`config.mk`:
```
export PLATFORM = sky130hd
export DESIGN_NAME = gwc_window
export DESIGN_NICKNAME = d
export VERILOG_FILES = /design/src/rtl/gwc_pkg.sv /design/src/rtl/gwc_window.sv
export SDC_FILE = /design/constraint.sdc
export NUM_CORES = 1
export LEC_CHECK = 0
export BUFFER_PORTS_ARGS = -buffer_cell sky130_fd_sc_hd__buf_2
export CAP_MARGIN = 20
export CORE_MARGIN = 8
export CORE_UTILIZATION = 55
export DETAILED_ROUTE_END_ITERATION = 8
export PLACE_DENSITY_LB_ADDON = 0.2
export SLEW_MARGIN = 10
export SYNTH_ARGS = -nofsm -noshare
export SYNTH_HDL_FRONTEND = slang
export SYNTH_SLANG_ARGS = --single-unit
```
`constraint.sdc`:
```
create_clock -name clock -period 9.4 [get_ports clock]
set_clock_uncertainty 0.05 [all_clocks]
set_input_delay 0.47 -clock clock [delete_from_list [all_inputs] [get_ports clock]]
set_output_delay 0.47 -clock clock [all_outputs]
set_load 0.05 [all_outputs]
```
`src/rtl/gwc_pkg.sv`:
```
package gwc_pkg;

   localparam int PIXEL_W     = 8;
   localparam int COORD_W     = 10;
   localparam int DIM_W       = 11;
   localparam int WEIGHT_W    = 6;
   localparam int SUM_W       = 19;
   localparam int KERNEL_SIZE = 5;
   localparam int LINES       = KERNEL_SIZE - 1;
   localparam int CENTRE_OFS  = KERNEL_SIZE / 2;
   localparam int MAX_WIDTH   = 1024;
   localparam int MAX_HEIGHT  = 1024;
   localparam int LINE_ADDR_W = $clog2(MAX_WIDTH);
   localparam int CSR_INDEX_W = 3;
   localparam int REQ_DATA_W  = 8;
   localparam int RSP_DATA_W  = ((SUM_W + 2 * COORD_W + 7) / 8) * 8;

   typedef enum logic [CSR_INDEX_W-1:0] {
      CSR_IMAGE_WIDTH    = 3'd0,
      CSR_IMAGE_HEIGHT   = 3'd1,
      CSR_W_CORNER       = 3'd2,
      CSR_W_NEAR_CORNER  = 3'd3,
      CSR_W_OUTER_MIDDLE = 3'd4,
      CSR_W_INNER_DIAG   = 3'd5,
      CSR_W_INNER_STRAIT = 3'd6,
      CSR_W_CENTRE       = 3'd7
   } gwc_csr_type;

   typedef logic [PIXEL_W-1:0] pixel_type;
   typedef logic [KERNEL_SIZE-1:0][PIXEL_W-1:0] gwc_column_type;
   typedef logic [LINES-1:0][PIXEL_W-1:0] gwc_word_type;
   typedef logic [KERNEL_SIZE-1:0][KERNEL_SIZE-1:0][PIXEL_W-1:0] gwc_window_type;

   typedef struct packed {
      logic               emit;
      logic               last;
      logic [COORD_W-1:0] row;
      logic [COORD_W-1:0] col;
   } gwc_meta_type;

   typedef struct packed {
      logic [WEIGHT_W-1:0] corner;
      logic [WEIGHT_W-1:0] near_corner;
      logic [WEIGHT_W-1:0] outer_middle;
      logic [WEIGHT_W-1:0] inner_diag;
      logic [WEIGHT_W-1:0] inner_straight;
      logic [WEIGHT_W-1:0] centre;
   } gwc_weights_type;

   typedef struct packed {
      logic [PIXEL_W+1:0] corner;
      logic [PIXEL_W+2:0] near_corner;
      logic [PIXEL_W+1:0] outer_middle;
      logic [PIXEL_W+1:0] inner_diag;
      logic [PIXEL_W+1:0] inner_straight;
      logic [PIXEL_W-1:0] centre;
   } gwc_sums_type;

   typedef struct packed {
      logic [PIXEL_W+WEIGHT_W+1:0] corner;
      logic [PIXEL_W+WEIGHT_W+2:0] near_corner;
      logic [PIXEL_W+WEIGHT_W+1:0] outer_middle;
      logic [PIXEL_W+WEIGHT_W+1:0] inner_diag;
      logic [PIXEL_W+WEIGHT_W+1:0] inner_straight;
      logic [PIXEL_W+WEIGHT_W-1:0] centre;
   } gwc_prod_type;

endpackage

```
`src/rtl/gwc_window.sv`:
```
module gwc_window (
   input  logic                     clock,
   input  logic                     reset,
   input  logic                     adv,
   input  logic                     col_valid,
   input  gwc_pkg::gwc_column_type  column,
   input  gwc_pkg::gwc_meta_type    col_meta,
   output logic                     sums_valid,
   output gwc_pkg::gwc_sums_type    sums,
   output gwc_pkg::gwc_meta_type    sums_meta
);
   import gwc_pkg::*;

   gwc_window_type  window_ff;
   gwc_window_type  window_in;
   logic            s2_valid_ff;
   gwc_meta_type    s2_meta_ff;
   gwc_sums_type    sums_in;
   gwc_sums_type    sums_ff;
   logic            s3_valid_ff;
   gwc_meta_type    s3_meta_ff;

   always_comb begin
      for (int r = 0; r < KERNEL_SIZE; r++) begin
         for (int c = 0; c < KERNEL_SIZE - 1; c++) begin
            window_in[r][c] = window_ff[r][c+1];
         end
         window_in[r][KERNEL_SIZE-1] = column[r];
      end
   end

   // group pixels that share a weight
   always_comb begin
      sums_in.corner = 10'(window_ff[0][0]) + 10'(window_ff[0][4])
                     + 10'(window_ff[4][0]) + 10'(window_ff[4][4]);
      sums_in.near_corner = 11'(window_ff[0][1]) + 11'(window_ff[0][3])
                          + 11'(window_ff[4][1]) + 11'(window_ff[4][3])
                          + 11'(window_ff[1][0]) + 11'(window_ff[3][0])
                          + 11'(window_ff[1][4]) + 11'(window_ff[3][4]);
      sums_in.outer_middle = 10'(window_ff[0][2]) + 10'(window_ff[4][2])
                           + 10'(window_ff[2][0]) + 10'(window_ff[2][4]);
      sums_in.inner_diag = 10'(window_ff[1][1]) + 10'(window_ff[1][3])
                         + 10'(window_ff[3][1]) + 10'(window_ff[3][3]);
      sums_in.inner_straight = 10'(window_ff[1][2]) + 10'(window_ff[3][2])
                             + 10'(window_ff[2][1]) + 10'(window_ff[2][3]);
      sums_in.centre = window_ff[2][2];
   end

   always_ff @(posedge clock) begin
      if (reset) begin
         window_ff   <= '0;
         s2_valid_ff <= 1'b0;
         s3_valid_ff <= 1'b0;
      end else if (adv) begin
         if (col_valid) begin
            window_ff <= window_in;
         end
         s2_valid_ff <= col_valid && col_meta.emit;
         s3_valid_ff <= s2_valid_ff;
      end
   end

   always_ff @(posedge clock) begin
      if (adv) begin
         s2_meta_ff <= col_meta;
         s3_meta_ff <= s2_meta_ff;
         sums_ff    <= sums_in;
      end
   end

   assign sums_valid = s3_valid_ff;
   assign sums       = sums_ff;
   assign sums_meta  = s3_meta_ff;

endmodule

```
# Word-level counts from Yosys, hierarchy flattened
# Cells that the tools add are included.
# totals
romBits,0
input_bits,66
register_bits,305
ram_bits,0
memories,0
out_inout_bits,82
latch_bits,0
# classes
n_mux,0
bitwise,0
div,0
n_mul,0
n_addsub,19
n_eq_ne,0
n_lt_le_gt_ge,0
n_reduce_logical,2
shifts,0
# ops
operator,n
$add A9 B8 Y10,5
$add A8 B8 Y9,5
$add A11 B8 Y11,4
$add A10 B8 Y10,4
$add A10 B8 Y11,1
$reduce_and A2 Y1,1
$logic_and A1 B1 Y1,1

# Depth between registers and ports, before layout
# depth
depth_word,7
mapped_depth,14
mapped_depth_nobuf,14

# Worst setup path before layout
# Ideal clock, no wire load.
# synth_path
kind,register -> register
start,register window_ff[74] (netlist bit)
end,register sums_ff (netlist bit sums[48]) (data pin)
arrival_time_ns,3.490
path_buffers,0
required_ns,9.088
path_stages_with_launch,14
setup_ns,0.262
setup_slack_ns,5.598
period_less_slack_ns,3.802
path_cell_list,dfxtp_1 > inv_1 > fa_1 > inv_1 > fa_1 > fa_1 > inv_1 > fa_1 > inv_1 > ha_1 > fa_1 > a21oi_1 > o21a_1 > o21ai_0
# synth_lines
item,line_no,rtl
start: declaration,gwc_window.sv:14,gwc_window_type window_ff;
start signal: assignment,gwc_window.sv:56,window_ff <= window_in;
end signal: assignment,gwc_window.sv:67,sums_ff <= sums_in;
end: declaration,gwc_window.sv:19,gwc_sums_type sums_ff;

==> flow_summary.json <==
{
  "pwr-share-clk": 0.450,
  "synth_area_leaders": "dfxtp_1 (29%), edfxtp_1 (22%), fa_1 (16%)",
  "cpPeakStageDelay_ns": 0.54,
  "p_leak_uw": 0.00661,
  "wl_mm": 30.5,
  "syn_area_um2": 14000,
  "crit_type": "register to register",
  "worst_setup_path_start_kind": "register",
  "core-area_um2": 25100,
  "r2r-end": "sums[47]",
  "maxSlewViolCount": 0,
  "rsz0062_at_grt": "no",
  "routedWlPerCell_um": 16.4,
  "end_kind": "register",
  "fmax_mhz": 245,
  "drc_errors": 0,
  "final_hold_viol_count": 0,
  "holdBufCountCts": 0,
  "clk_latency_ns": 0.51,
  "required_ns": 9.60,
  "grt_pass1_wl_mm": 49.6,
  "cts_tree": "done",
  "die_area_um2": 30900,
  "worstPathMaxFanout": 3,
  "max_slew_margin": 0.372,
  "ant_nets": 0,
  "rr_startpoint": "window_ff[75]",
  "gr-usage-met3": 0.0341,
  "final_nets": 1728,
  "grt-busiest-layer": "met2",
  "outcome": "finished, final reports clean",
  "cp-startpoint": "window_ff[75]",
  "ys_seq_area_frac": 0.509,
  "initial_utilization": 0.558,
  "synth_cell_types": 35,
  "clk_pin_slew_worst_paths_ns": 0.06,
  "port_buffers": 147,
  "grt_max_degree": 116,
  "r2r_cells": 14,
  "min_period_over_period": 0.434,
  "post_cts_buffers": 0,
  "arrival_ns": 4.29,
  "grt_use_total": 0.199,
  "synth-seq-cells": 305,
  "regArea_um2": 7140,
  "setup_viol": 0,
  "final_area_um2": 16100,
  "die-width_um": 176,
  "gp_congestion": 0.843,
  "layout_commonest_cell": "nand2_1",
  "ir_drop_mv": 0.129,
  "htree_levels": 2,
  "dpl_cell_area_um2": 15000,
  "grt_overflow": 0,
  "globalRouteMet1Util": 0.270,
  "syn_nets": 1605,
  "slowest_stage": "fa_1",
  "numCtsBuffers": 34,
  "swShare": 0.242,
  "synth-main-ff-cell": "dfxtp_1",
  "antenna_found_initial": 0,
  "dp_hpwl_mm": 21.0,
  "avgSynthCellArea_um2": 10.2,
  "p_sw_uw": 731,
  "fin_tns_setup_ns": 0,
  "async_reset_ff_frac": 0,
  "grt_pass1_vias": 9639,
  "crit_end": "sums[47]",
  "synth_edf_count": 103,
  "dr_total_vias": 9609,
  "cap_violations": 0,
  "p_int_uw": 2290,
  "avgViaCountPerCell": 5.17,
  "clockBufferDepth": 3,
  "antenna_cells": 0,
  "p_comb_frac": 0.077,
  "yosysTopAreaCellShare": 0.288,
  "seq_power_share": 0.473,
  "cts_sinks": 305,
  "r2r_setup_slack_ns": 5.32,
  "multi_input_area_um2": 6180,
  "min_path_type": "primary input to register",
  "top_level_ports": 148,
  "ys_warn_count": 0,
  "die_h_um": 176,
  "n_fill_cell": 2066,
  "worst_pin_slew_ns": 0.941,
  "rows": 58,
  "drt_iter0_drc": 700,
  "root_buffer": "clkbuf_16",
  "cts_resized": 0,
  "p_per_area_nw_per_um2": 188,
  "drt_first_pass_iters": 5,
  "grtUsageMet2": 0.322,
  "syn_inst": 1381,
  "layout_common_cells": "nand2_1 (405), a21oi_1 (222), dfxtp_1 (202)",
  "fin_crit_ns": 4.08,
  "crit_chain": "inv_1, fa_1, inv_1, fa_1, fa_1, inv_1, fa_1, inv_1, ha_1, a21o_1, a21oi_1, o21ai_0, a21oi_1, xnor2_1",
  "area_delta_synth_final_pct": 15.1,
  "synth_top_area_cell": "dfxtp_1",
  "drive_above_1_share": 0.141
}
==> per-layer routing <==
layer	up-vias	part of all wire
li1	4698	-
met1	4609	0.45
met2	249	0.48
met3	53	0.053
met4	0	0.023
met5	-	0
==> power by group through the flow <==
stage          Combinational, uW  Sequential, uW  Clock (uW)
2_1_floorplan               91.4            1530           0
3_5_place_dp                 236            1460           0
5_1_grt                      256            1430        1430
3_3_place_gp                 234            1460           0
6_report                     234            1430        1360
4_1_cts                      238            1430        1390
==> through the flow <==
stage	worst slack, ns	hold slack [ns]	std cells	total power [uW]	utilization
final	5.32	0.0855	1860	3030	0.643
after CTS	5.33	0.0647	1860	3060	0.643
after global routing	5.17	0.0666	1860	3120	0.643
after detailed placement	5.39	0.355	1798	1690	0.596
after global placement	5.44	0.350	1798	1690	0.596
after floorplan	5.60	0.350	1381	1620	-
==> logic make-up (layout without fill, tap and decap cells) <==
| family | count (synthesis) | in the layout | synth area share |
|---|---|---|---|
| simple gates | 450 | 450 | 0.125 |
| flops | 305 | 305 | 0.509 |
| compound gates | 262 | 262 | 0.0992 |
| buf+inv | 181 | 330 | 0.0506 |
| fa+ha+maj | 158 | 158 | 0.200 |
| xor+xnor | 24 | 24 | 0.0150 |
| mux | 1 | 1 | 0.000714 |
==> registers in the layout, summed over array words and instances (netlist names) <==
register,flops
s2_meta_ff,22
sums_meta,22
window_ff,192
sums_valid,1
sums_in,8
s2_valid_ff,1
sums,59
==> cells in the mapped netlist, types with 4 or more instances <==
| library cell | number |
|---|---|
| buf_2 | 24 |
| clkbuf_1 | 38 |
| nor2b_1 | 6 |
| inv_1 | 115 |
| a21oi_1 | 222 |
| xor2_1 | 4 |
| fa_1 | 111 |
| dfxtp_1 | 202 |
| edfxtp_1 | 103 |
| o21a_1 | 8 |
| xnor2_1 | 20 |
| nand2_1 | 406 |
| ha_1 | 47 |
| buf_1 | 4 |
| nor2_1 | 22 |
| o21ai_0 | 9 |
==> critical path, delay by kind of cell (launching register included) <==
kind                       cells  cell delay, ns
DFF                            1            0.36
AOI/OAI and AO/OA              4            0.77
adders and majority gates      5            2.31
xor gates and xnor gates       1            0.09
buffers and inverters          4            0.26
==> worst min-delay path by stage <==
stage | startpoint | to | slack, ns | depth (start not counted)
6_report | col_meta[1] | s2_meta_ff[1] | 0.09 | 1
2_1_floorplan | s2_meta_ff[0] | sums_meta[0] | 0.35 | 0
4_1_cts | col_meta[15] | s2_meta_ff[15] | 0.06 | 1
5_1_grt | col_meta[12] | s2_meta_ff[12] | 0.07 | 1
3_3_place_gp | s2_meta_ff[17] | sums_meta[17] | 0.35 | 0
3_5_place_dp | s2_meta_ff[10] | sums_meta[10] | 0.35 | 0
==> final cells by class <==
type | instances | share of cell area
tap | 330 | 0.0256
timing repair buffer | 153 | 0.0489
inverter | 115 | 0.0268
clock inverter | 9 | 0.00357
clock buffer | 53 | 0.0696
sequential | 305 | 0.442
multi-input combinational | 895 | 0.383
No activity file was read; power rests on OpenSTA's default activity.
