## config.mk

```make
export PLATFORM = sky130hd
export DESIGN_NAME = gwc_mac
export DESIGN_NICKNAME = d
export VERILOG_FILES = /design/src/rtl/gwc_pkg.sv /design/src/rtl/gwc_mac.sv
export SDC_FILE = /design/constraint.sdc
export NUM_CORES = 1
export LEC_CHECK = 0
export BUFFER_PORTS_ARGS = -buffer_cell sky130_fd_sc_hd__buf_2
export CORE_MARGIN = 5
export CORE_UTILIZATION = 30
export DETAILED_ROUTE_END_ITERATION = 10
export MAX_ROUTING_LAYER = met4
export SETUP_SLACK_MARGIN = 0.05
export SLEW_MARGIN = 20
export SYNTH_ARGS = -nofsm -noshare
export SYNTH_HDL_FRONTEND = slang
export SYNTH_SLANG_ARGS = --single-unit
```

## constraint.sdc

```tcl
create_clock -name clock -period 5.82 [get_ports clock]
set_input_delay 0.291 -clock clock [delete_from_list [all_inputs] [get_ports clock]]
set_output_delay 0.291 -clock clock [all_outputs]
set_load 0.05 [all_outputs]
```

## src/rtl/gwc_pkg.sv

```systemverilog
package gwc_pkg;

   localparam int PIXEL_W     = 8;
   localparam int COORD_W     = 10;
   localparam int DIM_W       = 11;
   localparam int WEIGHT_W    = 6;
   localparam int SUM_W       = 19;
   localparam int KERNEL_SIZE = 5;
   localparam int LINES       = KERNEL_SIZE - 1;
   localparam int CENTRE_OFS  = KERNEL_SIZE / 2;
   localparam int MAX_WIDTH   = 1024;
   localparam int MAX_HEIGHT  = 1024;
   localparam int LINE_ADDR_W = $clog2(MAX_WIDTH);
   localparam int CSR_INDEX_W = 3;
   localparam int REQ_DATA_W  = 8;
   localparam int RSP_DATA_W  = ((SUM_W + 2 * COORD_W + 7) / 8) * 8;

   typedef enum logic [CSR_INDEX_W-1:0] {
      CSR_IMAGE_WIDTH    = 3'd0,
      CSR_IMAGE_HEIGHT   = 3'd1,
      CSR_W_CORNER       = 3'd2,
      CSR_W_NEAR_CORNER  = 3'd3,
      CSR_W_OUTER_MIDDLE = 3'd4,
      CSR_W_INNER_DIAG   = 3'd5,
      CSR_W_INNER_STRAIT = 3'd6,
      CSR_W_CENTRE       = 3'd7
   } gwc_csr_type;

   typedef logic [PIXEL_W-1:0] pixel_type;
   typedef logic [KERNEL_SIZE-1:0][PIXEL_W-1:0] gwc_column_type;
   typedef logic [LINES-1:0][PIXEL_W-1:0] gwc_word_type;
   typedef logic [KERNEL_SIZE-1:0][KERNEL_SIZE-1:0][PIXEL_W-1:0] gwc_window_type;

   typedef struct packed {
      logic               emit;
      logic               last;
      logic [COORD_W-1:0] row;
      logic [COORD_W-1:0] col;
   } gwc_meta_type;

   typedef struct packed {
      logic [WEIGHT_W-1:0] corner;
      logic [WEIGHT_W-1:0] near_corner;
      logic [WEIGHT_W-1:0] outer_middle;
      logic [WEIGHT_W-1:0] inner_diag;
      logic [WEIGHT_W-1:0] inner_straight;
      logic [WEIGHT_W-1:0] centre;
   } gwc_weights_type;

   typedef struct packed {
      logic [PIXEL_W+1:0] corner;
      logic [PIXEL_W+2:0] near_corner;
      logic [PIXEL_W+1:0] outer_middle;
      logic [PIXEL_W+1:0] inner_diag;
      logic [PIXEL_W+1:0] inner_straight;
      logic [PIXEL_W-1:0] centre;
   } gwc_sums_type;

   typedef struct packed {
      logic [PIXEL_W+WEIGHT_W+1:0] corner;
      logic [PIXEL_W+WEIGHT_W+2:0] near_corner;
      logic [PIXEL_W+WEIGHT_W+1:0] outer_middle;
      logic [PIXEL_W+WEIGHT_W+1:0] inner_diag;
      logic [PIXEL_W+WEIGHT_W+1:0] inner_straight;
      logic [PIXEL_W+WEIGHT_W-1:0] centre;
   } gwc_prod_type;

endpackage

```

## src/rtl/gwc_mac.sv

```systemverilog
module gwc_mac (
   input  logic                      clock,
   input  logic                      reset,
   input  logic                      adv,
   input  logic                      sums_valid,
   input  gwc_pkg::gwc_sums_type     sums,
   input  gwc_pkg::gwc_meta_type     sums_meta,
   input  gwc_pkg::gwc_weights_type  weights,
   output logic                      prod_valid,
   output gwc_pkg::gwc_meta_type     prod_meta,
   output logic [gwc_pkg::SUM_W-1:0] total
);
   import gwc_pkg::*;

   gwc_prod_type  prod_in;
   gwc_prod_type  prod_ff;
   logic          s4_valid_ff;
   gwc_meta_type  s4_meta_ff;

   always_comb begin
      prod_in.corner         = $bits(prod_in.corner)'(sums.corner)
                             * $bits(prod_in.corner)'(weights.corner);
      prod_in.near_corner    = $bits(prod_in.near_corner)'(sums.near_corner)
                             * $bits(prod_in.near_corner)'(weights.near_corner);
      prod_in.outer_middle   = $bits(prod_in.outer_middle)'(sums.outer_middle)
                             * $bits(prod_in.outer_middle)'(weights.outer_middle);
      prod_in.inner_diag     = $bits(prod_in.inner_diag)'(sums.inner_diag)
                             * $bits(prod_in.inner_diag)'(weights.inner_diag);
      prod_in.inner_straight = $bits(prod_in.inner_straight)'(sums.inner_straight)
                             * $bits(prod_in.inner_straight)'(weights.inner_straight);
      prod_in.centre         = $bits(prod_in.centre)'(sums.centre)
                             * $bits(prod_in.centre)'(weights.centre);
   end

   always_ff @(posedge clock) begin
      if (reset) begin
         s4_valid_ff <= 1'b0;
      end else if (adv) begin
         s4_valid_ff <= sums_valid;
      end
   end

   always_ff @(posedge clock) begin
      if (adv) begin
         prod_ff    <= prod_in;
         s4_meta_ff <= sums_meta;
      end
   end

   assign total = SUM_W'(prod_ff.corner) + SUM_W'(prod_ff.near_corner)
                + SUM_W'(prod_ff.outer_middle) + SUM_W'(prod_ff.inner_diag)
                + SUM_W'(prod_ff.inner_straight) + SUM_W'(prod_ff.centre);

   assign prod_valid = s4_valid_ff;
   assign prod_meta  = s4_meta_ff;

endmodule

```

## Word-level counts from Yosys, hierarchy flattened

Cells that the tools add are included.

- Register bits: 118
- Output and inout bits: 42
- Bits of input ports: 121
- Word-level logic and storage cells: 22

- Add/sub/neg operators: 5
- Multipliers: 6

Operators with widths:

| cell | count |
|---|---|
| multiplier 10 x 6 -> 16 bit | 4 |
| adder 19 x 16 -> 19 bit | 2 |
| adder 18 x 16 -> 19 bit | 1 |
| adder 19 x 14 -> 19 bit | 1 |
| adder 16 x 17 -> 18 bit | 1 |
| multiplier 11 x 6 -> 17 bit | 1 |
| multiplier 8 x 6 -> 14 bit | 1 |

## Logic depth before layout (Yosys ltp)

Gate-level depths: netlist (run 1).

- Word-level depth: 5
- Gate-level depth with buffers: 14
- Depth with buffers taken out: 14

## Worst setup path after synthesis (run 1)

OpenSTA, ideal clock, no wires.

- Path type: flip-flop to output port
- Start point: register prod_ff[48] (netlist bit)
- End point: output total[12] (netlist bit)
- Data required time: 5.529 ns
- Path buffers: 0
- Data arrival time: 3.893 ns
- Cell stages (with the launch flop): 12
- Setup slack: 1.636 ns
- Cells stage by stage: edfxtp_1 > inv_1 > fa_1 > inv_1 > fa_1 > fa_1 > ha_1 > fa_1 > a21o_1 > a31oi_1 > o31ai_1 > xor2_1

- Word-level cells in the longest chain between the ends: 4

Ends and longest elaborated chain:

| what | RTL line | RTL |
|---|---|---|
| start, declared | gwc_mac.sv:16 | `gwc_prod_type prod_ff;` |
| start signal, assigned | gwc_mac.sv:45 | `prod_ff <= prod_in;` |
| adder 18 x 16 -> 19 bit | gwc_mac.sv:51 | `+ SUM_W'(prod_ff.outer_middle) + SUM_W'(prod_ff.inner_diag)` |
| adder 19 x 16 -> 19 bit | gwc_mac.sv:51 |  |
| adder 19 x 16 -> 19 bit | gwc_mac.sv:52 | `+ SUM_W'(prod_ff.inner_straight) + SUM_W'(prod_ff.centre);` |
| adder 19 x 14 -> 19 bit | gwc_mac.sv:52 |  |
| end, declared | gwc_mac.sv:11 | `output logic [gwc_pkg::SUM_W-1:0] total` |

No other way between the ends.

## Worst setup path after layout (run 1)

- Start point: register prod_ff[48] (netlist bit)
- End point: output total[14] (netlist bit)

Same word-level chain as after synthesis.

==> results of run 1 <==
## area by class of cell
class / instances / share of cell area
Multi-Input combinational cell: 1209 / 0.617
Sequential cell: 118 / 0.180
Inverter: 434 / 0.0831
Tap cell: 765 / 0.0488
Timing Repair Buffer: 163 / 0.0419
Clock buffer: 17 / 0.0217
Clock inverter: 15 / 0.00747
## worst max path at each step
stage | slack, ps | depth (start not counted) | to | start
floorplan | 1640 | 11 | total[12] | prod_ff[48]
global placement | 1280 | 13 | total[14] | prod_ff[48]
detailed placement | 1230 | 13 | total[14] | prod_ff[48]
CTS | 740 | 13 | total[14] | prod_ff[48]
global route | 510 | 13 | total[14] | prod_ff[48]
finish | 760 | 13 | total[14] | prod_ff[48]
## through the flow
step / area, um2 / hold slack (ps) / utilization
after CTS: 19600 / 9.76 / 0.341
after detailed placement: 19000 / 454 / 0.331
after global routing: 19600 / 7.90 / 0.341
after global placement: 19000 / 448 / 0.331
final: 19600 / 34.8 / 0.341
after floorplan: 17300 / 363 / -
## state kept, by name, summed over array words and instances, names as in the netlist
name and count:
prod_ff 95, prod_meta 22, prod_valid 1
## Yosys cell counts (2+ instances only)
cell type and instances:
a311o_1 4, mux2_2 3, clkbuf_1 14, fa_1 256
nand2_1 84, nor4_1 7, nor2_1 42, mux2i_1 3
nand2b_1 11, edfxtp_1 117, nand4bb_1 2, o221ai_1 2
inv_1 434, nor2b_1 10, a21boi_0 2, a2111o_1 6
xnor2_1 45, o211ai_1 5, nand3_1 9, o21a_1 4
or3_1 3, ha_1 163, a211o_1 4, o311ai_0 6
o211a_1 2, o21ai_0 30, nor3b_1 5, a21oi_1 60
nand4_1 7, nor3_1 18, a31oi_1 5, a211oi_1 10
or3b_2 2, and3_1 11, xor2_1 15, and2_1 300
o21bai_1 11, a31o_2 2, a2111oi_0 8, o31ai_1 6
a21o_1 28, a311oi_1 4
## cell families (layout without fill, tap and decap cells)
| group | Yosys count | in the layout |
|---|---|---|
| compound gates | 206 | 206 |
| mux | 6 | 6 |
| flops | 118 | 118 |
| simple gates | 518 | 518 |
| buf+inv | 449 | 629 |
| xor+xnor | 60 | 60 |
| fa+ha+maj | 419 | 419 |
## per-layer routing
metal	GRT usage	vias to the layer above
li1	-	5937
met1	0.180	6217
met2	0.216	239
met3	0.0202	24
met4	0.0153	0
met5	-	-
## critical path, cell delays in order (launching register included)
cell and delay [ps]:
edfxtp_1 340, inv_1 60, fa_1 520, inv_1 50, fa_1 550, fa_1 420
ha_1 250, fa_1 480, a21o_1 210, a31oi_1 430, o31ai_1 230, a311o_1 390
a21o_1 210, buf_2 220
==> metrics list, run 1 <==
* Top library cells by usage in the layout, fill and taps aside: 434 x inv_1, 300 x and2_1, 256 x fa_1
- For this design, the sink count on the clock tree is between 100 and 150.
* Antenna violations before repair: 0
* Antenna Violating Nets Remaining: 0
- Counting flops with a built-in enable in the synthesized netlist gives 117.
* Clock tree skew after final layout: 0 ps
- Upper clock frequency limit: 0.197 GHz
- In the detailed route, the total length drawn on met3 is about 1.5 mm.
* Worst-case register-to-register setup slack: 5230 ps
- Post-placement worst setup slack: ~1200 ps
- Number of clock buffers inserted by TritonCTS: 17
* Starting utilization of the core area: 0.301
- Routed signal wires occupy layers up through met4.
* Max-slew violation count: 0
- After synthesis, the mean cell area works out to between 9 and 10 um2.
- Horiz. Die Dim: 250 um
- Most frequent standard cell in the layout excluding fill and tap cells: inv_1
- Wire length per cell after detailed routing: 14.4 um
- In the final layout, the share of cells above drive strength 1 is 0.105.
* Post-synth top area share: 0.296
* Count of distinct cell types in the synthesized netlist: 58
- Placed Cells: around 2.7k
- Number of H-tree levels: 4
* Standard-cell row count: 88
- The worst register-to-register path begins at prod_valid.
- Wires add up to around 40 mm.
- After synthesis the netlist holds a flip-flop and latch count of ~120.
* Count of endpoints failing hold in the final timing report: 0
* CORE AREA: 0.0575 mm2
* Type of element launching the critical path: flip-flop
* Number of instances in the synthesized netlist: between 1.5k and 2k
- Hold-fix buffers at CTS: 0
* Number of gates resized after CTS: 0
- Largest net degree at the start of global routing: ~70
- Dominant combinational cell family by area after synthesis: adder cells
- WP data arrival: roughly 4800 ps
- TritonCTS built the clock tree.
- The run finished with clean final reports.
- Synth top area cells: fa_1 30%, edfxtp_1 20%, ha_1 12%, and2_1 11%, inv_1 9.4%
- Across every metal layer, demand over resource in global routing totals 0.132.
- After detailed routing, the number of vias per cell comes to 4.56.
- Mapped Nets: roughly 2.3k
- STA classifies the critical path endpoint as a primary output.
- Summing all multi-input logic gate instances after layout gives roughly 0.012 mm2.
- The worst hold path was traced through 2 stages.
- Reg-to-reg critical path endpoint: prod_valid
- The share of the Yosys chip area taken by registers is 0.204.
* Fillers: between 5k and 6k
- Aggregate global routing overflow: 0
- Detailed-router iteration count before antenna repair: 5
- Count of warnings emitted by yosys: 0
- Of the total synthesized cell area, the portion taken by full adders, half adders and majority gates is 0.414.
- Final period utilization: 0.870
* Area overhead of the layout relative to synthesis: 13.2%
* GPL Wtd Cong: between 0.8 and 0.9
- Data on the critical path is required at its endpoint by 5530 ps.
- Setup repair after global routing left no endpoint under its margin.
* Wire length on met1: 18.6 mm
- After routing, the total negative slack on setup checks comes to 0 ps.
- After the flow finishes, the layout carries non-filler instances totaling about 2.7k.
- Metal2 WL: ~19 mm
* Die ar.: about 0.063 mm2
- Global-route wire length before repair: 67.1 mm
* Post-route DRC: 0
* Buffers inserted during post-CTS setup optimization: 0
- Summing over every cut layer, the via total after detailed routing is between 10k and 15k.
* Predominant post-synthesis flop cell: edfxtp_1
* Crit-path max FO: 4
* Reg2Reg Depth: 2
* Async SR Flop Fraction: 0
- Synth Area in Compound Gates: 0.0815
* Vias in the first global route: 13.3k
* Synth Area in XOR/XNOR: 0.0304
* Sequential Area: 0.00353 mm2
- Basic-gate share of the synthesized area counting and, or, nand and nor cells: 0.169
* I/O Buffers: 162
* Placed wire-length estimate: around 33 mm
- First-iteration detailed-routing DRC count: 499
- Max-slew headroom: 0.416
* Clock insertion delay at the later pin of the skew report: roughly 400 ps
* Worst-Margin Slew: 876 ps
* Worst Min Path Start: reset
- After synthesis the cells add up to about 0.017 mm2.
- Fraction of synthesized area in multiplexers: 0.00369
- Measured along the y axis, the die boundary spans about 250 um.
- Critical path class: reg2out
* Count of boundary I/O pins: ~160
- Setup Viol. Count Final: 0
* Number of maximum-capacitance violations: 0
* Final worst path period need: roughly 5100 ps
- Maximum clock insertion buffer count: 2
- Clock edge transition at the registers on the reported setup and hold paths: 60 ps
* Layout net count: between 2k and 2.5k
- Most area-hungry cell type in the Yosys netlist: fa_1
- The repair_antennas step left the layout with diodes totalling 0.
- Worst hold path class: in2reg
* Hold EP: prod_valid
- Minimum setup slack in the final design: 756 ps
* Buffer type at the clock tree root: clkbuf_16
Power of run 1 is not shown: default switching activity piles up to over one toggle a cycle in this logic, so the estimate is an artifact.
==> run 2, diff against run 1 <==
- CORE_UTILIZATION: 30 -> 45
==> run 2 against run 1 <==
  * Fmax is 3.1% higher
  * First-iteration DRC count is 31% higher
  * Core utilization is 17 points higher
  * Worst setup slack better by 150 ps
==> metrics list, run 2 (same netlist as run 1, synthesis figures left out) <==
* CORE AREA: ~0.038 mm2
- Global-route wire length before repair: roughly 63 mm
- In this run the worst hold path is classified as in2reg.
- The library cell used most frequently in the layout, excluding fill and tap cells, is inv_1.
- STA classifies the critical path startpoint as a flip-flop.
- After detailed routing, the number of vias per cell comes to about 5.0.
* Clock tree from TritonCTS: yes
- Unrepaired setup endpoints after global routing: no
- Buffer and inverter count on the worst path: 3
- The count of final hold-check violations is 0.
* Crit-path max FO: 4
- For this block, the routed nets add up to around 37 mm of wire.
* WP data arrival: about 4600 ps
- Max FFs per register: 95
- Area overhead of the layout relative to synthesis: 11.6%
* Clock insertion delay at the later pin of the skew report: 400 ps
* Antenna Violating Nets Remaining: 0
* Final worst path period need: about 4900 ps
* Setup Viol. Count Final: 0
- Horiz. Die Dim: 206 um
* Hold-fix buffers at CTS: 0
- Worst hold path stage count: 2
- Pin placement for this block handled ~160 I/O pins.
* Vias in the first global route: 12.7k
* Post-route non-filler standard cell count: between 2k and 2.5k
- Worst Min Path Start: reset
- For this design, the slowest cell found on the critical path is fa_1.
* Starting utilization of the core area: 0.457
* Max incr delay on CP: ~550 ps
* Standard-cell row count: 71
- Layout cells sized above 1: 0.102
- By startpoint and endpoint, the worst setup path is classified as reg2out.
- The clock drives between 100 and 150 sinks.
* Worst-Margin Slew: roughly 1100 ps
- In this run the number of H-tree levels came out at 4.
- Number of clock buffers inserted by TritonCTS: 17
* Data required time at the worst endpoint: ~5500 ps
* Reg-to-reg critical path endpoint: prod_valid
- For this run, the total global-route usage over all layers was measured as 0.185.
- CP top delay family: adder cells
* Upper clock frequency limit: 0.204 GHz
* GPL Wtd Cong: 0.865
- Maximum clock insertion buffer count: 2
* Post-route DRC: 0
- Largest net degree at the start of global routing: 84
- The critical path goes through inv_1 -> fa_1 -> inv_1 -> fa_1 -> fa_1 -> ha_1 -> fa_1 -> a21o_1 -> a31oi_1 -> o31ai_1 -> a311o_1 -> a21o_1 -> buf_2.
- Antenna violations before repair: 1
- Die ar.: between 0.04 and 0.05 mm2
- Max-slew violation count: 0
- Final period utilization: 0.844
- The worst register-to-register path begins at prod_valid.
- Buffers inserted during post-CTS setup optimization: 0
* Layout net count: 2483
- Setup total negative slack: 0 ps
- STA classifies the critical path endpoint as a primary output.
* Reg2Reg Depth: 2
* Aggregate global routing overflow: 0
* Top library cells by usage in the layout, fill and taps aside: 434 x inv_1, 300 x and2_1, 256 x fa_1
- Measured against its own limit, the worst slew margin works out to 0.300.
* Detailed-router iteration count before antenna repair: 5
- The path with the worst hold slack has its endpoint at prod_valid.
- Clock tree skew after final layout: 0 ps
* Wire length per cell after detailed routing: 14.9 um
- Counting flops per register, the top entry is prod_ff.
- The setup check on the worst reg-to-reg path leaves a slack of roughly 5200 ps.
- Buffer type at the clock tree root: clkbuf_16
- The HPWL after detailed placement is ~31 mm.
- After clock tree synthesis, the clock-pin slew on the worst setup and hold paths is around 60 ps.
- First-iteration detailed-routing DRC count: between 600 and 700
- Placed Cells: roughly 2.4k
- Die Ht: approximately 210 um
* I/O Buffers: about 160
* Crit-path most repeated cell: fa_1
- Number of gates resized after CTS: 0
- Status: completed
* Final Hold Slack: around 45 ps
- Summing over every cut layer, the via total after detailed routing is about 12k.
- Number of maximum-capacitance violations: 0
-- run 2: cell count changes in the layout (fill, tap and decap cells not counted), sizes merged --
cell,delta
inv,-5
bufinv,+3
clkbuf,+3
clkinvlp,-2
diode,+1
-- run 2: cell type report --
| cell class | instances | area (um2) |
|---|---|---|
| Inverter | 434 | 1630 |
| Clock inverter | 11 | 158 |
| Sequential cell | 118 | 3530 |
| Tap cell | 511 | 639 |
| Clock buffer | 20 | 437 |
| Timing Repair Buffer | 163 | 821 |
| Multi-Input combinational cell | 1209 | 12100 |
| Antenna cell | 1 | 2.50 |
| Fill cell | 3655 | 18500 |
-- run 2: how the worst max path moves through the flow --
stage	startpoint	endpoint	slack (ps)	cells after the start
6_report	prod_ff[48]	total[14]	910	13
5_1_grt	prod_ff[48]	total[14]	670	13
4_1_cts	prod_ff[48]	total[14]	890	13
3_5_place_dp	prod_ff[48]	total[14]	1360	13
3_3_place_gp	prod_ff[48]	total[16]	1410	13
2_1_floorplan	prod_ff[48]	total[12]	1640	11
-- run 2: metrics by stage --
step | setup WS [ps] | utilization | area [um2]
after floorplan | 1640 | - | 17300
after global placement | 1410 | 0.495 | 18700
after detailed placement | 1360 | 0.495 | 18700
after CTS | 891 | 0.510 | 19300
after global routing | 666 | 0.510 | 19300
final | 907 | 0.510 | 19300
-- run 2: routing by layer --
layer	part of all wire	GRT usage	vias to the layer above
met2	0.47	0.294	202
met4	0.0066	0.0242	0
met5	0	-	-
met1	0.47	0.260	6152
li1	-	-	5946
met3	0.046	0.0290	14
Power of run 2 is left out for the same reason.
